===== config.mk =====
export PLATFORM = sky130hd
export DESIGN_NAME = adaptive_ema_channel_filter
export DESIGN_NICKNAME = d
export VERILOG_FILES = /design/src/design/aemf_pkg.sv /design/src/design/adaptive_ema_channel_filter.sv
export VERILOG_INCLUDE_DIRS = /design/src /design/src/design
export SDC_FILE = /design/constraint.sdc
export NUM_CORES = 2
export LEC_CHECK = 0
export CAP_MARGIN = 25
export CORE_UTILIZATION = 50
export DETAILED_ROUTE_END_ITERATION = 7
export DONT_BUFFER_PORTS = 1
export SYNTH_ARGS = -nofsm -noshare
export SYNTH_HDL_FRONTEND = slang
export SYNTH_SLANG_ARGS = --single-unit
export TNS_END_PERCENT = 1

===== constraint.sdc =====
create_clock -name aclk -period 12.3 [get_ports aclk]
set_input_delay 2.46 -clock aclk [delete_from_list [all_inputs] [get_ports aclk]]
set_output_delay 2.46 -clock aclk [all_outputs]
set_load 0.01 [all_outputs]

===== src/design/assert_macros.svh =====
// Assertion macros shared by the filter RTL.
// Depends on nothing; ASSERT_OFF removes every check.
`ifndef ASSERT_MACROS_SVH
`define ASSERT_MACROS_SVH

`ifndef ASSERT_OFF
// Check that prop holds at every clock edge outside reset
`define ASSERT_PROP(lbl, clk, rst_n, prop, msg) \
    lbl: assert property (@(posedge clk) disable iff (!rst_n) prop) else $error(msg);
// Check that cond never holds at a clock edge outside reset
`define ASSERT_NEVER(lbl, clk, rst_n, cond, msg) \
    lbl: assert property (@(posedge clk) disable iff (!rst_n) !(cond)) else $error(msg);
`else
`define ASSERT_PROP(lbl, clk, rst_n, prop, msg)
`define ASSERT_NEVER(lbl, clk, rst_n, cond, msg)
`endif

`endif


===== src/design/aemf_pkg.sv =====
// Types, constants and helpers for the adaptive EMA channel filter.
// Depends on nothing; used by adaptive_ema_channel_filter.
package aemf_pkg;

    // Channel bank
    localparam int NUM_CHANNELS = 16;
    localparam int CH_W         = 4;
    localparam int CH_IDX_W     = (NUM_CHANNELS > 1) ? $clog2(NUM_CHANNELS) : 1;

    // Field widths
    localparam int SMP_W  = 10;
    localparam int Q8_W   = 18;
    localparam int Q12_W  = 13;
    localparam int TIME_W = 32;
    localparam int GMS_W  = 16;
    localparam int CFG_IDX_W  = 3;
    localparam int CFG_DATA_W = 18;
    localparam int S_TDATA_W  = 48;
    localparam int M_TDATA_W  = 40;

    localparam logic [Q12_W-1:0] ONE_Q12 = 13'd4096;

    // Register indexes on the configuration port
    typedef enum logic [CFG_IDX_W-1:0] {
        REG_ADAPTIVE_MODE   = 3'd0,
        REG_FIXED_ALPHA     = 3'd1,
        REG_SLOW_ALPHA      = 3'd2,
        REG_FAST_ALPHA      = 3'd3,
        REG_CERT_STEP       = 3'd4,
        REG_GHOST_RESET_MS  = 3'd5,
        REG_REAL_THRESHOLD  = 3'd6,
        REG_GHOST_THRESHOLD = 3'd7
    } cfg_reg_t;

    // One channel's state word
    typedef struct packed {
        logic              zr_active;
        logic [TIME_W-1:0] zero_start;
        logic [Q12_W-1:0]  cert;
        logic [SMP_W-1:0]  prev_sample;
        logic [Q8_W-1:0]   prev_output;
    } aemf_entry_t;

    localparam aemf_entry_t ENTRY_RESET = '{
        zr_active:   1'b0,
        zero_start:  '0,
        cert:        ONE_Q12,
        prev_sample: '0,
        prev_output: '0
    };

    // Clamp a Q1.12 quantity to 1.0
    function automatic logic [Q12_W-1:0] sat_q12(input logic [Q12_W:0] v);
        logic [Q12_W-1:0] r;
        r = (v > {1'b0, ONE_Q12}) ? ONE_Q12 : v[Q12_W-1:0];
        return r;
    endfunction

endpackage


===== src/design/adaptive_ema_channel_filter.sv =====
// Adaptive EMA channel filter: per-channel state memory, alpha and EMA datapath.
// Depends on aemf_pkg and assert_macros.svh.
//
// Channel  | Dir | Handshake         | Word
// ---------+-----+-------------------+---------------------------------------
// s_       | in  | s_tvalid/s_tready | channel, sample, now_ms
// m_       | out | m_tvalid/m_tready | out_channel, filtered, certainty
// cfg_     | in  | cfg_wr_en         | register index and value
//
// Each word passes through these steps in order: accept with state read, alpha
// product, alpha sum and X product, EMA sum, then update and write back. The
// chain of three multiplies through the one state memory sets this sequence.
// Reset is synchronous; per-channel valid bits make every entry read as its
// reset value at once, so no clearing pass is needed.
// A stalled result holds the write-back stage; the next word waits meanwhile.
`include "assert_macros.svh"

module adaptive_ema_channel_filter (
    input  logic                            aclk,
    input  logic                            aresetn,
    // s_tdata: channel[3:0], sample[13:4], now_ms[45:14], zero pad
    input  logic                            s_tvalid,
    output logic                            s_tready,
    input  logic [aemf_pkg::S_TDATA_W-1:0]  s_tdata,
    // m_tdata: out_channel[3:0], filtered[21:4], certainty[34:22], zero pad
    output logic                            m_tvalid,
    input  logic                            m_tready,
    output logic [aemf_pkg::M_TDATA_W-1:0]  m_tdata,
    input  logic                            cfg_wr_en,
    input  logic [aemf_pkg::CFG_IDX_W-1:0]  cfg_index,
    input  logic [aemf_pkg::CFG_DATA_W-1:0] cfg_wdata
);

    typedef enum logic [2:0] {ST_IDLE, ST_RD, ST_MUL, ST_ACC, ST_WB} state_t;

    state_t state_reg;
    logic   m_tvalid_reg;

    // Configuration registers
    logic                            adaptive_reg;
    logic [aemf_pkg::Q12_W-1:0]      fixed_alpha_reg;
    logic [aemf_pkg::Q12_W-1:0]      slow_alpha_reg;
    logic [aemf_pkg::Q12_W-1:0]      fast_alpha_reg;
    logic [aemf_pkg::Q12_W-1:0]      cert_step_reg;
    logic [aemf_pkg::GMS_W-1:0]      ghost_ms_reg;
    logic [aemf_pkg::Q8_W-1:0]       real_thr_reg;
    logic [aemf_pkg::Q8_W-1:0]       ghost_thr_reg;

    // Word in flight
    logic [aemf_pkg::CH_W-1:0]       ch_reg;
    logic [aemf_pkg::SMP_W-1:0]      smp_reg;
    logic [aemf_pkg::TIME_W-1:0]     now_reg;
    logic                            oor_reg;

    // State memory and its valid bits
    aemf_pkg::aemf_entry_t           mem [aemf_pkg::NUM_CHANNELS];
    aemf_pkg::aemf_entry_t           rd_data_reg;
    logic                            rd_vld_reg;
    logic [aemf_pkg::NUM_CHANNELS-1:0] ent_vld_reg;

    // Datapath registers
    aemf_pkg::aemf_entry_t           ent_reg;
    logic                            zc_drop_reg;
    logic                            zc_hold_reg;
    logic [2*aemf_pkg::Q12_W-1:0]    aprod_reg;
    logic [aemf_pkg::Q12_W-1:0]      a_reg;
    logic [30:0]                     p1_reg;
    logic [aemf_pkg::Q8_W-1:0]       y_reg;
    logic [aemf_pkg::M_TDATA_W-1:0]  m_tdata_reg;

    logic                            s_accept;
    logic [aemf_pkg::CH_W-1:0]       s_ch;
    logic [aemf_pkg::CH_IDX_W-1:0]   s_idx;
    logic [aemf_pkg::CH_IDX_W-1:0]   wr_idx;
    logic                            out_load;
    logic                            mem_we;
    aemf_pkg::aemf_entry_t           ent_next;
    aemf_pkg::aemf_entry_t           wr_entry;
    logic [aemf_pkg::Q12_W-1:0]      slow_sat;
    logic [aemf_pkg::Q12_W-1:0]      fast_sat;
    logic [aemf_pkg::Q12_W-1:0]      fast_eff;
    logic [aemf_pkg::Q12_W-1:0]      span;
    logic [aemf_pkg::Q12_W-1:0]      step_sat;
    logic [aemf_pkg::Q12_W-1:0]      a_next;
    logic [aemf_pkg::Q8_W-1:0]       xq8_reg_w;
    logic [30:0]                     p2_prod;
    logic [31:0]                     acc_sum;
    logic [aemf_pkg::Q12_W-1:0]      cert_dec;
    logic [aemf_pkg::Q12_W-1:0]      cert_inc;
    logic [aemf_pkg::TIME_W-1:0]     run_len;
    logic [aemf_pkg::Q8_W-1:0]       y_res;
    logic [aemf_pkg::Q12_W-1:0]      c_res;
    logic [aemf_pkg::M_TDATA_W-1:0]  m_tdata_next;

    assign s_tready = (state_reg == ST_IDLE);
    assign s_accept = s_tvalid && s_tready;
    assign s_ch     = s_tdata[3:0];
    assign s_idx    = s_ch[aemf_pkg::CH_IDX_W-1:0];
    assign wr_idx   = ch_reg[aemf_pkg::CH_IDX_W-1:0];
    assign m_tvalid = m_tvalid_reg;
    assign m_tdata  = m_tdata_reg;

    // Load the result register once it is free
    assign out_load = (state_reg == ST_WB) && (!m_tvalid_reg || m_tready);
    assign mem_we   = out_load && !oor_reg;

    // Configuration writes
    always_ff @(posedge aclk) begin
        if (!aresetn) begin
            adaptive_reg    <= 1'b1;
            fixed_alpha_reg <= 13'd1024;
            slow_alpha_reg  <= 13'd410;
            fast_alpha_reg  <= 13'd2048;
            cert_step_reg   <= 13'd410;
            ghost_ms_reg    <= 16'd1000;
            real_thr_reg    <= 18'd51200;
            ghost_thr_reg   <= 18'd12800;
        end else if (cfg_wr_en) begin
            unique case (aemf_pkg::cfg_reg_t'(cfg_index))
                aemf_pkg::REG_ADAPTIVE_MODE:   adaptive_reg    <= cfg_wdata[0];
                aemf_pkg::REG_FIXED_ALPHA:     fixed_alpha_reg <= cfg_wdata[12:0];
                aemf_pkg::REG_SLOW_ALPHA:      slow_alpha_reg  <= cfg_wdata[12:0];
                aemf_pkg::REG_FAST_ALPHA:      fast_alpha_reg  <= cfg_wdata[12:0];
                aemf_pkg::REG_CERT_STEP:       cert_step_reg   <= cfg_wdata[12:0];
                aemf_pkg::REG_GHOST_RESET_MS:  ghost_ms_reg    <= cfg_wdata[15:0];
                aemf_pkg::REG_REAL_THRESHOLD:  real_thr_reg    <= cfg_wdata;
                aemf_pkg::REG_GHOST_THRESHOLD: ghost_thr_reg   <= cfg_wdata;
            endcase
        end
    end

    // State memory: read on accept, write back at the end of the word.
    // Only one word is in flight, so a read never overlaps a pending write.
    always_ff @(posedge aclk) begin
        if (mem_we) begin
            mem[wr_idx] <= wr_entry;
        end
        if (s_accept) begin
            rd_data_reg <= mem[s_idx];
        end
    end

    // Valid bits: an entry never written reads as its reset value
    always_ff @(posedge aclk) begin
        if (!aresetn) begin
            ent_vld_reg <= '0;
            rd_vld_reg  <= 1'b0;
        end else begin
            if (mem_we) begin
                ent_vld_reg[wr_idx] <= 1'b1;
            end
            if (s_accept) begin
                rd_vld_reg <= ent_vld_reg[s_idx];
            end
        end
    end

    // Weights clamped to one; fast never below slow
    always_comb begin
        slow_sat = aemf_pkg::sat_q12({1'b0, slow_alpha_reg});
        fast_sat = aemf_pkg::sat_q12({1'b0, fast_alpha_reg});
        fast_eff = (fast_sat < slow_sat) ? slow_sat : fast_sat;
        span     = fast_eff - slow_sat;
        step_sat = aemf_pkg::sat_q12({1'b0, cert_step_reg});
        ent_next = rd_vld_reg ? rd_data_reg : aemf_pkg::ENTRY_RESET;
    end

    // Alpha sum in either mode, the (1 - alpha) product and the EMA sum
    always_comb begin
        if (adaptive_reg) begin
            a_next = aemf_pkg::sat_q12(14'(slow_sat) + 14'(aprod_reg[25:12]));
        end else begin
            a_next = aemf_pkg::sat_q12({1'b0, fixed_alpha_reg});
        end
        xq8_reg_w = {smp_reg, 8'd0};
        p2_prod   = (aemf_pkg::ONE_Q12 - a_reg) * ent_reg.prev_output;
        acc_sum   = 32'(p1_reg) + 32'(p2_prod);
    end

    // Certainty and zero-run update, and the result word
    always_comb begin
        cert_dec = (ent_reg.cert > step_sat) ? ent_reg.cert - step_sat : '0;
        cert_inc = aemf_pkg::sat_q12(14'(ent_reg.cert) + 14'(step_sat));
        run_len  = now_reg - ent_reg.zero_start;
        wr_entry = ent_reg;
        y_res    = y_reg;
        c_res    = ent_reg.cert;
        if (!adaptive_reg) begin
            wr_entry.prev_output = y_reg;
        end else begin
            wr_entry.prev_sample = smp_reg;
            priority if (zc_drop_reg) begin
                y_res                = '0;
                c_res                = cert_dec;
                wr_entry.prev_output = '0;
                wr_entry.zero_start  = now_reg;
                wr_entry.zr_active   = 1'b1;
            end else if (zc_hold_reg) begin
                y_res = '0;
                if (!ent_reg.zr_active) begin
                    wr_entry.zero_start = now_reg;
                    wr_entry.zr_active  = 1'b1;
                end else if (run_len >= 32'(ghost_ms_reg)) begin
                    c_res              = aemf_pkg::ONE_Q12;
                    wr_entry.zr_active = 1'b0;
                end
            end else begin
                if (y_reg > real_thr_reg && ent_reg.prev_output > real_thr_reg) begin
                    c_res = aemf_pkg::ONE_Q12;
                end else if (y_reg > ghost_thr_reg && ent_reg.prev_output > ghost_thr_reg) begin
                    c_res = cert_inc;
                end
                wr_entry.prev_output = y_reg;
                wr_entry.zr_active   = 1'b0;
            end
            wr_entry.cert = c_res;
        end
        if (oor_reg) begin
            m_tdata_next = {5'd0, 13'd0, 18'd0, ch_reg};
        end else begin
            m_tdata_next = {5'd0, c_res, y_res, ch_reg};
        end
    end

    // Sequencer and result handshake
    always_ff @(posedge aclk) begin
        if (!aresetn) begin
            state_reg    <= ST_IDLE;
            m_tvalid_reg <= 1'b0;
        end else begin
            if (out_load) begin
                m_tvalid_reg <= 1'b1;
            end else if (m_tready) begin
                m_tvalid_reg <= 1'b0;
            end
            unique case (state_reg)
                ST_IDLE: if (s_accept) state_reg <= ST_RD;
                ST_RD:   state_reg <= ST_MUL;
                ST_MUL:  state_reg <= ST_ACC;
                ST_ACC:  state_reg <= ST_WB;
                ST_WB:   if (out_load) state_reg <= ST_IDLE;
                default: state_reg <= ST_IDLE;
            endcase
        end
    end

    // Datapath stages
    always_ff @(posedge aclk) begin
        if (s_accept) begin
            ch_reg  <= s_ch;
            smp_reg <= s_tdata[13:4];
            now_reg <= s_tdata[45:14];
            oor_reg <= (32'(s_ch) >= 32'(aemf_pkg::NUM_CHANNELS));
        end
        if (state_reg == ST_RD) begin
            ent_reg     <= ent_next;
            zc_drop_reg <= (ent_next.prev_sample == '0) && (smp_reg == '0)
                           && (ent_next.prev_output != '0);
            zc_hold_reg <= (ent_next.prev_sample == '0) && (smp_reg == '0);
            aprod_reg   <= aemf_pkg::sat_q12({1'b0, ent_next.cert}) * span;
        end
        if (state_reg == ST_MUL) begin
            a_reg  <= a_next;
            p1_reg <= a_next * xq8_reg_w;
        end
        if (state_reg == ST_ACC) begin
            y_reg <= acc_sum[29:12];
        end
        if (out_load) begin
            m_tdata_reg <= m_tdata_next;
        end
    end

    // Checks
    `ASSERT_PROP(a_accept_starts, aclk, aresetn,
        s_accept |=> state_reg == ST_RD, "accepted word did not start the read stage")
    `ASSERT_PROP(a_load_shows, aclk, aresetn,
        out_load |=> m_tvalid_reg, "loaded result not presented")
    `ASSERT_PROP(a_write_marks, aclk, aresetn,
        mem_we |=> ent_vld_reg[$past(wr_idx)], "written entry not marked valid")
    `ASSERT_NEVER(a_cert_range, aclk, aresetn,
        m_tvalid_reg && (m_tdata_reg[34:22] > aemf_pkg::ONE_Q12), "certainty above one")
    `ASSERT_NEVER(a_alpha_range, aclk, aresetn,
        (state_reg == ST_ACC) && (a_reg > aemf_pkg::ONE_Q12), "weight above one")

endmodule

Word level (Yosys, flattened, before mapping)

Memories as Yosys holds them, arrays and structs flattened. A register that Yosys moved wholly into a read port is not among the register bits.
Index checks and enable logic that the tools add are counted.

Bits of input ports: 74
Flip-flop bits (word level): 362
Memories kept: 1
Bits in writable memories: 1,184

Reduce and logical (&&, ||, !) cells: 24
Multiply operators: 3
Multiplexer cells: 42
$add $sub $neg: 7
Equality and inequality tests: 13
$lt $le $gt $ge: 17
Bitwise gates (word level): 1

Memories:

| name | words | width | rd ports | clocked after Yosys merged registers in | write ports | RTL line                          | source |
|---|---|---|---|---|---|---|---|
| mem  | 16    | 74    | 1        | 1                                       | 1           | adaptive_ema_channel_filter.sv:56 | `aemf_pkg::aemf_entry_t mem [aemf_pkg::NUM_CHANNELS];` |

Operators with widths:

| kind                 | count |
|---|---|
| $mux 13              | 17 |
| $mux 18              | 6 |
| $gt 18x18->1         | 4 |
| $gt 13x13->1 const B | 5 |
| $mux 32              | 2 |
| $mux 56              | 1 |
| $mux 41              | 1 |
| $mux 33              | 1 |
| $ge 32x16->1         | 1 |
| $sub 32x32->32       | 1 |
| $add 30x30->30       | 1 |
| $mul 14x19->30       | 1 |
| $gt 14x13->1 const B | 2 |
| $mul 13x13->26       | 1 |
| $sub 13x13->13       | 2 |
| $mul 13x10->22       | 1 |
| $logic_not 10->1     | 2 |
| $reduce_and 2->1     | 9 |
| $reduce_bool 18->1   | 1 |
| $or 16x16->16        | 1 |
| $eq 3x3->1 const B   | 5 |
| $pmux 3 s5           | 1 |
| $add 13x13->14       | 1 |
| $add 13x14->14       | 1 |
| other kinds (18)     | 39 |

Longest topological paths before layout

Depth in word-level cells: 10
Depth in mapped cells: 46

Worst setup path before layout

Ideal clock, no wire load.

Path type: input to register
From: input port m_tready
To: memory mem[0][0] (netlist name) (enable)
Data arrival time: 9,873 ps
Data required time: 11,701 ps
Buffers on the path: 0
Path slack: 1,828 ps
Stages on the path: 4
Path through: nor2b_1 -> nor2b_1 -> or3b_2 -> nor3_1

Word-level cells in the longest chain between the ends: 4

RTL lines:

| element                      | RTL line                           | source |
|---|---|---|
| start: declaration           | adaptive_ema_channel_filter.sv:27  | `input logic m_tready,` |
| $logic_or 1x1->1             | adaptive_ema_channel_filter.sv:104 | `assign out_load = (state_reg == ST_WB) && (!m_tvalid_reg \|\| m_tready);` |
| $logic_and 1x1->1            | adaptive_ema_channel_filter.sv:104 |  |
| via mem_we                   | adaptive_ema_channel_filter.sv:76  | `logic mem_we;` |
| $mux 1                       | adaptive_ema_channel_filter.sv:135 | `if (mem_we) begin` |
| $mux 1 (implied by the code) | adaptive_ema_channel_filter.sv:136 | `mem[wr_idx] <= wr_entry;` |
| end: declaration             | adaptive_ema_channel_filter.sv:56  |  |

The timed path passes the listed nets, and every way through them passes these cells.

Final worst setup path

From: register slow_alpha_reg[12] (netlist name)
To: register aprod_reg[25] (netlist name) (data pin)

Word-level cells in the longest chain between the ends: 6

RTL lines:

| element                  | RTL line                           | source |
|---|---|---|
| start: declaration       | adaptive_ema_channel_filter.sv:42  | `logic [aemf_pkg::Q12_W-1:0] slow_alpha_reg;` |
| start signal: assignment | adaptive_ema_channel_filter.sv:122 | `aemf_pkg::REG_SLOW_ALPHA: slow_alpha_reg <= cfg_wdata[12:0];` |
| $gt 13x13->1             | aemf_pkg.sv:55                     | `r = (v > {1'b0, ONE_Q12}) ? ONE_Q12 : v[Q12_W-1:0];` |
| $mux 13 (*)              | aemf_pkg.sv:55                     |  |
| $lt 13x13->1             | adaptive_ema_channel_filter.sv:162 | `fast_eff = (fast_sat < slow_sat) ? slow_sat : fast_sat;` |
| $mux 13                  | adaptive_ema_channel_filter.sv:162 |  |
| $sub 13x13->13 (*)       | adaptive_ema_channel_filter.sv:163 | `span = fast_eff - slow_sat;` |
| $mul 13x13->26 (*)       | adaptive_ema_channel_filter.sv:260 | `aprod_reg <= aemf_pkg::sat_q12({1'b0, ent_next.cert}) * span;` |
| end signal: assignment   | adaptive_ema_channel_filter.sv:260 |  |
| end: declaration         | adaptive_ema_channel_filter.sv:65  | `logic [2*aemf_pkg::Q12_W-1:0] aprod_reg;` |

Mark *: on every way between the ends. The rest lies on a longest branch, timed or not.
A chain may end at the register's enable or synchronous reset.

==> run metrics <==
Setup Total Neg Slack 0 ns; vias in the first global route approximately 50000; Syn. warnings 0; mux contribution to synthesized area approximately 11%; Final Max Tran Viols 0; vias per cell ~6; R2R Setup Slk 1.13 ns; Initial DRC Count roughly 3900; Flop pwr share 36.1%; Final Util ~55%; Adder-Cell Fraction of Synth Area ~16%; die area ~170000 um^2; Core Region about 170000 um^2; first-pass GRT wire length about 320 mm; peak supply drop 0.636 mV; ys flop type edfxtp_1; largest family of logic cells by synthesized area adder cells; max FFs per register roughly 1200; largest net degree at the start of global routing 302; Synth Area in Compound Gates ~5.0%; worst path buffer plus inverter count 7; final worst path period need ~11 ns; EDFF count, synth 1482; Post-CTS Hold Buffers 0; Avg Cell Area, Syn 14.5 um^2; fin nets between 6000 and 7000; CP endpoint kind register; CTS sink count between 1500 and 2000; share of total power in combinational logic 38.1%; Internal ~0.012 W; Tightest Hold Check Type reg -> reg; FILL cells 13500; Leak about 34 nW; CTS clock-pin slew for the worst setup and hold paths approximately 0.06 ns; H-tree levels 4; routed vias around 48000; Slew Limit Headroom a little under a quarter; sequential-to-total area share from yosys stat approximately 55%; Starting Density a little over 50%; final setup fails 0; initial antenna violation count 11; DIE HEIGHT slightly above 400 um; Unique masters post-synth just over 80; Post-CTS Setup Bufs 0; Placer Congestion around 0.87; Port Buffers 0; Switching Power ~0.0065 W; DP Cell Count 7916; Tcrit/Tclk final around nine tenths; clk root buf clkbuf_16; outcome complete, no violations; Final Cell Area ~93000 um^2; max incr delay on CP between 0.6 and 0.7 ns; DRC 0; Non-Filler Instances ~8200; switching share of power between 30% and 40%; Clock Power Share about a quarter; fmax about 90 MHz; post-CTS sizing 0; Worst-Skew Late Latency 0.81 ns; flops & latches, synth between 1500 and 2000; Crit Path Max Fanout 24; worst clock skew 0.0545 ns; CP delay by family, top compound AO/OA/AOI/OAI gates; slowest cell on the critical path a221o_1; die width 414 um; max cap viols 0; Synth Area in Simple Gates under 10%; synthesized netlist cell count between 5000 and 6000; Design Power 0.0189 W; Top Ports approximately 120; CTS tree built; Site Rows 150; CP arrival 11.67 ns; Placed Area roughly 88000 um^2; unrepaired setup endpoints after global routing false; Hold Violations, Final 0; post-synthesis xor/xnor area fraction under 10%; First-pass DRT Iterations 6; Critical Path RT 12.81 ns; DR WL/cell approximately 25 um; gr usage total approximately a quarter; Critical Path Start Type register; Mapped Area between 80000 and 90000 um^2; ANT nets after route 0; ys async rst share 0%; number of CTS-inserted buffers approximately 170; critical path class reg -> reg; gr ovfl total 0; Routed WL between 200 and 250 mm; CP most frequent cell a21o_1; layout cell share with drive strength beyond 1 13.5%; DP HPWL between 100 and 150 mm; worst-margin pin slew around 1.1 ns; PD cells between 200 and 250 nW/um^2; CTS Buffer Depth 3; Layout Area Growth over Synthesis 9.59%
[synth_stat cells (all sizes together), types with 22 or more instances]
cell type	instances	area, um^2
edfxtp	1482	44500
inv	636	2390
nand2	623	2340
fa	421	8430
ha	397	4970
mux4	375	8450
and2	258	1620
clkbuf	201	754
nor2	174	653
dfxtp	126	2520
a21oi	108	544
o21ai	104	543
a21boi	88	661
xnor2	78	683
a21o	67	503
nand3	58	290
nor2b	52	325
buf	51	253
nor3	47	235
mux2	44	495
o21a	36	270
nand4	31	194
nand2b	30	188
xor2	30	263
o211ai	25	188
a22oi	24	180
and3	22	138
or2	22	138
or3	22	138
[per-stage QoR]
step,setup WS (ns),hold slack (ns)
5_1_grt,0.406,0.477
3_3_place_gp,1.29,0.441
4_1_cts,1.15,0.461
6_report,1.13,0.456
3_5_place_dp,1.18,0.450
2_1_floorplan,1.83,0.433
[per-layer routing]
metal	up-vias	track usage, %	part of all wire, %
li1	21300	-	-
met1	25300	34.4	42
met3	281	3.66	5.9
met4	2	7.69	2.6
met2	1445	41.5	49
met5	-	0	0.0062
[power by group through the flow]
| stage | Combinational, W | Sequential [W] | Clock, W |
|---|---|---|---|
| CTS | 0.00724 | 0.00682 | 0.00498 |
| global route | 0.00830 | 0.00683 | 0.00519 |
| finish | 0.00721 | 0.00682 | 0.00489 |
| floorplan | 0.00548 | 0.00680 | 0 |
| global placement | 0.00709 | 0.00693 | 0 |
| detailed placement | 0.00710 | 0.00693 | 0 |
[logic make-up (layout without fill, tap and decap cells)]
group                    after synthesis  in the layout
flip-flops                          1608           1608
adder cells (fa/ha/maj)              818            818
other                                  1             14
XOR/XNOR                             108            108
multiplexers                         435            435
AND/OR/NAND/NOR                     1403           1403
AO/OA/AOI/OAI                        608            608
buffers and inverters                888           1039
[tightest hold or removal path: cells and delay by family, from the launching register on]
| family | cells | cell delay (ns) |
|---|---|---|
| simple gates | 2 | 0.11 |
| flops | 1 | 0.31 |
[final cells by class]
| cell class | count | area [um^2] | share of cell area (%) |
|---|---|---|---|
| Clock buffer | 219 | 4460 | 4.79 |
| Multi-Input combinational cell | 3377 | 34600 | 37.2 |
| Inverter | 636 | 2390 | 2.57 |
| Clock inverter | 80 | 861 | 0.926 |
| Antenna cell | 9 | 22.5 | 0.0242 |
| Timing Repair Buffer | 104 | 837 | 0.900 |
| Sequential cell | 1608 | 47000 | 50.6 |
| Tap cell | 2204 | 2760 | 2.97 |
[cell usage in the layout, fill, tap and decap left out, types with 43 or more instances in the layout]
cell type,instances
edfxtp_1,1482
inv_1,636
nand2_1,622
fa_1,421
ha_1,397
mux4_2,375
and2_1,255
clkbuf_16,168
nor2_1,161
dfxtp_1,125
a21oi_1,107
o21ai_0,96
buf_4,96
a21boi_0,87
xnor2_1,75
a21o_1,67
nand3_1,58
nor2b_1,51
clkbuf_1,45
mux2_2,44
nor3_1,43
[worst paths after layout]
check | startpoint | end | cells after the start
max | slow_alpha_reg[12]$_SDFFE_PN0P_ | aprod_reg[25]$_DFFE_PP_ | 43
min | fast_alpha_reg[11]$_SDFFE_PN1P_ | fast_alpha_reg[11]$_SDFFE_PN1P_ | 2
max reg2reg | slow_alpha_reg[12]$_SDFFE_PN0P_ | aprod_reg[25]$_DFFE_PP_ | 43
min reg2reg | fast_alpha_reg[11]$_SDFFE_PN1P_ | fast_alpha_reg[11]$_SDFFE_PN1P_ | 2
No activity file was read; power rests on OpenSTA's default activity.
